==> src/hw/rtl/butterworth_highpass_iir5_top_macros.svh <==
// Assertion macros shared by the high-pass filter RTL.
`ifndef BUTTERWORTH_HIGHPASS_IIR5_TOP_MACROS_SVH
`define BUTTERWORTH_HIGHPASS_IIR5_TOP_MACROS_SVH

// Same-cycle implication, disabled while reset is asserted.
`define BHP_ASSERT_IMP(label, clk, rst_n, pre, post) \
	label: assert property (@(posedge clk) disable iff (!rst_n) (pre) |-> (post)) \
		else $error("check failed in %m");

// Next-cycle implication, disabled while reset is asserted.
`define BHP_ASSERT_NXT(label, clk, rst_n, pre, post) \
	label: assert property (@(posedge clk) disable iff (!rst_n) (pre) |=> (post)) \
		else $error("check failed in %m");

`endif

==> src/hw/rtl/bhp_pkg.sv <==
// Fixed-point formats, coefficients and helper function of the high-pass filter.
package bhp_pkg;

	localparam int ORDER     = 5;
	localparam int COEF_FRAC = 24;
	localparam int COEF_W    = 29;
	localparam int IN_W      = 36;
	localparam int OUT_W     = 40;
	localparam int FIR_W     = 5;
	localparam int SPLIT     = 16;
	localparam int MUL_W     = OUT_W + COEF_W;
	localparam int PROD_W    = MUL_W - COEF_FRAC - 1;
	localparam int PSUM_W    = 48;
	localparam int GAIN_W    = 25;
	localparam int PH_W      = OUT_W - SPLIT + COEF_W;
	localparam int PL_W      = SPLIT + COEF_W + 1;

	typedef logic signed [COEF_W-1:0] coef_t;
	typedef logic signed [FIR_W-1:0]  fir_t;
	typedef logic signed [IN_W-1:0]   xhist_t;
	typedef logic signed [OUT_W-1:0]  yhist_t;
	typedef logic signed [PSUM_W-1:0] psum_t;
	typedef logic signed [PROD_W-1:0] prod_t;

	// Reciprocal of the filter gain, Q24.
	localparam logic signed [GAIN_W-1:0] INV_GAIN = 25'sd13007654;

	// Entry k applies to the sample that is ORDER-k steps old.
	localparam coef_t FB_COEF [ORDER] = '{
		29'sd10085050, -29'sd55550160, 29'sd122676367, -29'sd135795716, 29'sd75360418
	};
	localparam fir_t FIR_COEF [ORDER] = '{
		-5'sd1, 5'sd5, -5'sd10, 5'sd10, -5'sd5
	};

	// round(y * c / 2^24), half up, built from two partial products.
	function automatic prod_t mul_round_coef(input yhist_t y, input coef_t c);
		logic signed [OUT_W-SPLIT-1:0]        yh;
		logic signed [SPLIT:0]                yl;
		logic signed [PH_W-1:0]               ph;
		logic signed [PL_W-1:0]               pl;
		logic signed [MUL_W-1:0]              t;
		logic signed [MUL_W-1:0]              half;
		yh   = y[OUT_W-1:SPLIT];
		yl   = {1'b0, y[SPLIT-1:0]};
		ph   = PH_W'(yh) * PH_W'(c);
		pl   = PL_W'(yl) * PL_W'(c);
		half = MUL_W'(1) << (COEF_FRAC - 1);
		t    = (MUL_W'(ph) <<< SPLIT) + MUL_W'(pl) + half;
		return t[MUL_W-2:COEF_FRAC];
	endfunction

endpackage

==> src/hw/rtl/bhp_cell.sv <==
// One cell of the transposed partial-sum chain: one numerator tap and one feedback tap.
module bhp_cell #(
	parameter int TAP = 0
) (
	input  logic           clk,
	input  logic           arst_n,
	input  logic           en,
	input  bhp_pkg::xhist_t x,
	input  bhp_pkg::yhist_t y,
	input  bhp_pkg::psum_t  psum_in,
	output bhp_pkg::psum_t  psum_q
);
	import bhp_pkg::*;

	logic signed [IN_W+FIR_W-1:0] fir_p;
	prod_t                        fb_p;
	psum_t                        psum_d;

	always_comb begin
		fir_p  = (IN_W+FIR_W)'(x) * (IN_W+FIR_W)'(FIR_COEF[TAP]);
		fb_p   = mul_round_coef(y, FB_COEF[TAP]);
		psum_d = psum_in + PSUM_W'(fir_p) + PSUM_W'(fb_p);
	end

	always_ff @(posedge clk or negedge arst_n) begin
		if (!arst_n) begin
			psum_q <= '0;
		end else if (en) begin
			psum_q <= psum_d;
		end
	end

endmodule

==> config.mk <==
export PLATFORM = sky130hd
export DESIGN_NAME = bhp_cell
export DESIGN_NICKNAME = d
export VERILOG_FILES = /design/src/hw/rtl/butterworth_highpass_iir5_top_macros.svh /design/src/hw/rtl/bhp_pkg.sv /design/src/hw/rtl/bhp_cell.sv
export SDC_FILE = /design/constraint.sdc
export NUM_CORES = 2
export LEC_CHECK = 0
export BUFFER_PORTS_ARGS = -buffer_cell sky130_fd_sc_hd__clkbuf_2
export CAP_MARGIN = 25
export CORE_UTILIZATION = 35
export DETAILED_ROUTE_END_ITERATION = 12
export MAX_ROUTING_LAYER = met4
export SYNTH_ARGS = -nofsm -noshare
export SYNTH_HDL_FRONTEND = slang
export SYNTH_SLANG_ARGS = --single-unit
==> constraint.sdc <==
create_clock -name clk -period 2.03 [get_ports clk]
set_clock_uncertainty 0.05 [all_clocks]
set_input_delay 0.609 -clock clk [delete_from_list [all_inputs] [get_ports clk]]
set_output_delay 0.609 -clock clk [all_outputs]
set_load 0.005 [all_outputs]
Yosys cells after proc, flatten, opt, wreduce, memory -nomap -nowiden
Index checks and enable logic that the tools add are counted.
{"block": "totals", "register_bits": 48, "input_bits": 127, "output_inout_bits": 48, "word_cells": 8}
{"block": "op_classes", "n_addsub": 5, "mul": 2}
{"cell": "$add 66x25->67 const B", "count": 1}
{"cell": "$add 65x41->66", "count": 1}
{"cell": "$add 48x41->48", "count": 1}
{"cell": "$add 48x43->48", "count": 1}
{"cell": "$mul 24x24->48 const B", "count": 1}
{"cell": "$neg 36->41", "count": 1}
{"cell": "$mul 16x23->39 const B", "count": 1}

Logic depth before layout (Yosys ltp)
{"block": "depth", "word_depth": 4, "mapped_depth": 52, "depth_no_buf": 52}

Worst setup path after synthesis
No wires, ideal clock.
{"block": "synth_timing", "kind": "in2reg", "startpoint": "input port y[10]", "endpoint": "register psum_q[47]", "setup_time_ps": 120, "arrival_time_ps": 11170, "required_time_ps": 1860, "slack_ps": -9309, "path_stages": 50, "n_path_buf": 0, "path_cell_list": "fa_1 > ha_1 > inv_1 > fa_1 > inv_1 > fa_1 > inv_1 > fa_1 > fa_1 > inv_1 > ha_1 > nand4_1 > a2111oi_0 > a22oi_1 > a21boi_0 > o21a_1 > o211ai_1 > nand2_1 > (+14 left out) > a21oi_1 > o21a_1 > or2_2 > fa_1 > inv_1 > ha_1 > a21oi_1 > o2111a_1 > o31ai_1 > or3_1 > o22ai_2 > o21ai_1 > a311o_1 > a2111o_1 > o311ai_0 > o21ai_0 > a21o_1 > a31o_1"}
{"block": "synth_via", "elab_chain_cells": 4}
{"element": "start: declaration", "line": "bhp_cell.sv:9", "text": "input bhp_pkg::yhist_t y,"}
{"element": "$mul 16x23->39", "line": "bhp_pkg.sv:47", "text": "pl = PL_W'(yl) * PL_W'(c);"}
{"element": "$add 65x41->66", "line": "bhp_pkg.sv:49", "text": "t = (MUL_W'(ph) <<< SPLIT) + MUL_W'(pl) + half;"}
{"element": "$add 66x25->67", "line": "bhp_pkg.sv:49"}
{"element": "$add 48x43->48", "line": "bhp_cell.sv:22", "text": "psum_d = psum_in + PSUM_W'(fir_p) + PSUM_W'(fb_p);"}
{"element": "end signal: assignment", "line": "bhp_cell.sv:29", "text": "psum_q <= psum_d;"}
{"element": "end: declaration", "line": "bhp_cell.sv:11", "text": "output bhp_pkg::psum_t psum_q"}
No other way between the ends.
A chain may end at the register's enable or synchronous reset.

Worst setup path in the final report
{"block": "layout_timing", "startpoint": "input port y[9]", "endpoint": "register psum_q[44]"}
The elaborated chain is that of the path after synthesis.

==> flow_metrics.py <==
metrics = {
    "outcome": {
        "outcome": "complete, but fails checks",
        "failed_checks": "negative setup slack",
    },
    "sta": {
        "worst_slack_ps": -9030,
        "max_freq_ghz": 0.0904,
        "final-hold-violation-count": 0,
        "setup_viol": 48,
        "rsz0062_at_grt": "yes",
        "finalCriticalPeriod_ps": 11060,
        "max-slew-margin-rel_pct": 58.7,
        "drv_slew": 0,
        "hold_slack_ps": 232,
        "fin_crit_sh_pct": 545,
        "worst_slew_pin_slew_ps": 616,
        "fin_setup_tns_ps": -392050,
    },
    "synthesis": {
        "synth_edf_count": 0,
        "synth_common_cells": "inv_1, ha_1, fa_1",
        "synthTopCellsByArea": "fa_1, ha_1, inv_1, dfrtp_1, xnor2_1",
        "synth_cells": 2666,
        "yosysUniqueCellTypes": 99,
        "syn_area_um2": 25300,
        "avgSynthCellArea_um2": 9.48,
        "synth_top_area_cell": "fa_1",
        "async_flop_share_pct": 100,
        "ys_ff_latch": 48,
        "synth-warning-count": 0,
        "synth_top_flop_cell": "dfrtp_1",
        "syn-num-nets": 3733,
        "yosysMostFrequentCell": "inv_1",
        "synth_top_area_share_pct": 34.7,
        "yosysSeqAreaShare_pct": 4.76,
    },
    "worst_setup_path": {
        "end_kind": "flip-flop",
        "path_max_fanout": 4,
        "start_kind": "input port",
        "required_ps": 2170,
        "cp.arrival_ps": 11200,
        "cpPeakStageDelay_ps": 590,
        "cpMaxStageDelayCell": "fa_1",
        "crit_top_cell": "fa_1",
        "critPathKind": "input port to flip-flop",
    },
    "cts": {
        "clock_latency_ps": 300,
        "cts_tree": "done",
        "clk_path_buf_depth": 2,
        "hold_buffers": 0,
        "clk_pin_slew_ps": 60,
        "cts_root_buf": "clkbuf_16",
        "cts_made_buffers": 5,
        "cts_sinks": 48,
        "htreeDepth": 2,
    },
    "layout": {
        "area_growth_pct": 33.8,
        "top_register": "psum_q",
        "n_antenna_cell": 0,
        "fin_util_pct": 47.3,
        "drive_gt1_share_pct": 32.0,
        "largest_registers": "psum_q x48",
        "largest_register_ffs": 48,
        "nets": 4586,
    },
    "grt": {
        "grt_pass1_vias": 22700,
        "grt_pass1_wl_mm": 112,
        "grt_overflow": 0,
        "grt_use_total_pct": 19.7,
        "grt_max_degree": 49,
        "antenna_found_initial": 0,
    },
    "run": {
        "drv_cap": 0,
    },
    "route": {
        "wl_per_cell_um": 15.0,
        "num_vias": 20500,
        "firstDrtPassIters": 7,
        "drt_iter0_markers": 570,
        "routed_wl_mm": 67.2,
        "vias_per_cell": 4.58,
        "drc": 0,
        "ant_nets": 0,
    },
    "floorplanning": {
        "die-area_um2": 73300,
        "dieHeight_um": 271,
        "start_util_pct": 35.3,
        "rows": 98,
        "die_w_um": 271,
        "pin_count": 175,
        "core-area_um2": 71500,
    },
    "placed_design": {
        "gp_congestion": 0.945,
        "place_hpwl_mm": 61.6,
        "port_buffers": 174,
    },
    "worst_hold_path": {
        "hp-class": "input port to async pin",
    },
}
==> what timing repair did <==
action	in CTS	in global routing
gates resized for setup	69	97
endpoints found under the setup margin	48	48
buffers inserted	25	20
pin swaps	59	63
==> layout by cell type, fill, tap and decap left out, types with 10 or more instances in the layout <==
cell type	instances
xnor2_1	76
dfrtp_1	48
o21a_1	29
nor2_1	85
a21oi_2	29
xor2_1	35
ha_4	25
xnor2_2	10
nor2b_1	12
mux2_2	26
nand2b_1	12
fa_1	436
ha_1	472
a21o_1	52
mux2_4	13
nand4_1	19
inv_1	747
o211ai_1	13
o21ai_1	20
buf_4	670
nand3_1	25
a21oi_1	74
clkbuf_2	171
buf_6	17
nand2_1	80
nor2_2	12
nor3_1	29
a211oi_1	11
o21ai_0	30
==> layout make-up <==
cell class                      count  area, um^2
Timing Repair Buffer              863        6160
Multi-Input combinational cell   1847       22300
Clock inverter                      1        5.00
Tap cell                          950        1190
Fill cell                        6861       37700
Sequential cell                    48        1200
Clock buffer                        6         129
Inverter                          754        2830
==> critical path: cells and delay by family <==
kind	cells	cell delay [ps]
multiplexers	1	260
AO/OA/AOI/OAI	18	3640
XOR/XNOR	2	250
AND/OR/NAND/NOR	7	1320
adder cells (fa/ha/maj)	11	4080
buffers and inverters	10	1040
==> layer usage <==
metal | GRT usage [%] | routed length (um) | up-vias
li1 | - | - | 10200
met3 | 1.43 | 1100 | 77
met4 | 3.35 | 1420 | 0
met5 | - | 0 | -
met1 | 23.1 | 28500 | 10000
met2 | 37.0 | 36200 | 215
==> through the flow <==
step	setup WS, ps	cell area [um^2]	cells
after floorplan	-8650	25600	2666
after global placement	-9370	32500	4420
after detailed placement	-9500	32500	4420
after CTS	-9050	33200	4452
after global routing	-9540	33800	4469
final	-9030	33800	4469
==> worst paths after layout <==
path	endpoint	slack, ps	cells past startpoint	from
max reg2reg	psum_q[47]	1150	2	psum_q[47]
max	psum_q[44]	-9030	49	y[9]
min reg2reg	psum_q[30]	440	2	psum_q[30]
min	psum_q[2]	230	2	arst_n
max in group asynchronous	psum_q[46]	1450	2	arst_n
min in group clk	psum_q[30]	440	2	psum_q[30]
==> kinds of logic after synthesis <==
| group | count (synthesis) | synth area share [%] |
|---|---|---|
| AO/OA/AOI/OAI | 373 | 10.2 |
| multiplexers | 41 | 1.83 |
| buffers and inverters | 771 | 11.7 |
| adder cells (fa/ha/maj) | 940 | 59.6 |
| XOR/XNOR | 127 | 4.43 |
| AND/OR/NAND/NOR | 366 | 7.51 |
| flip-flops | 48 | 4.76 |
Power is left out: the tool's default activity adds up to more than one toggle a clock period on the data nets, which glitch-free logic cannot reach.
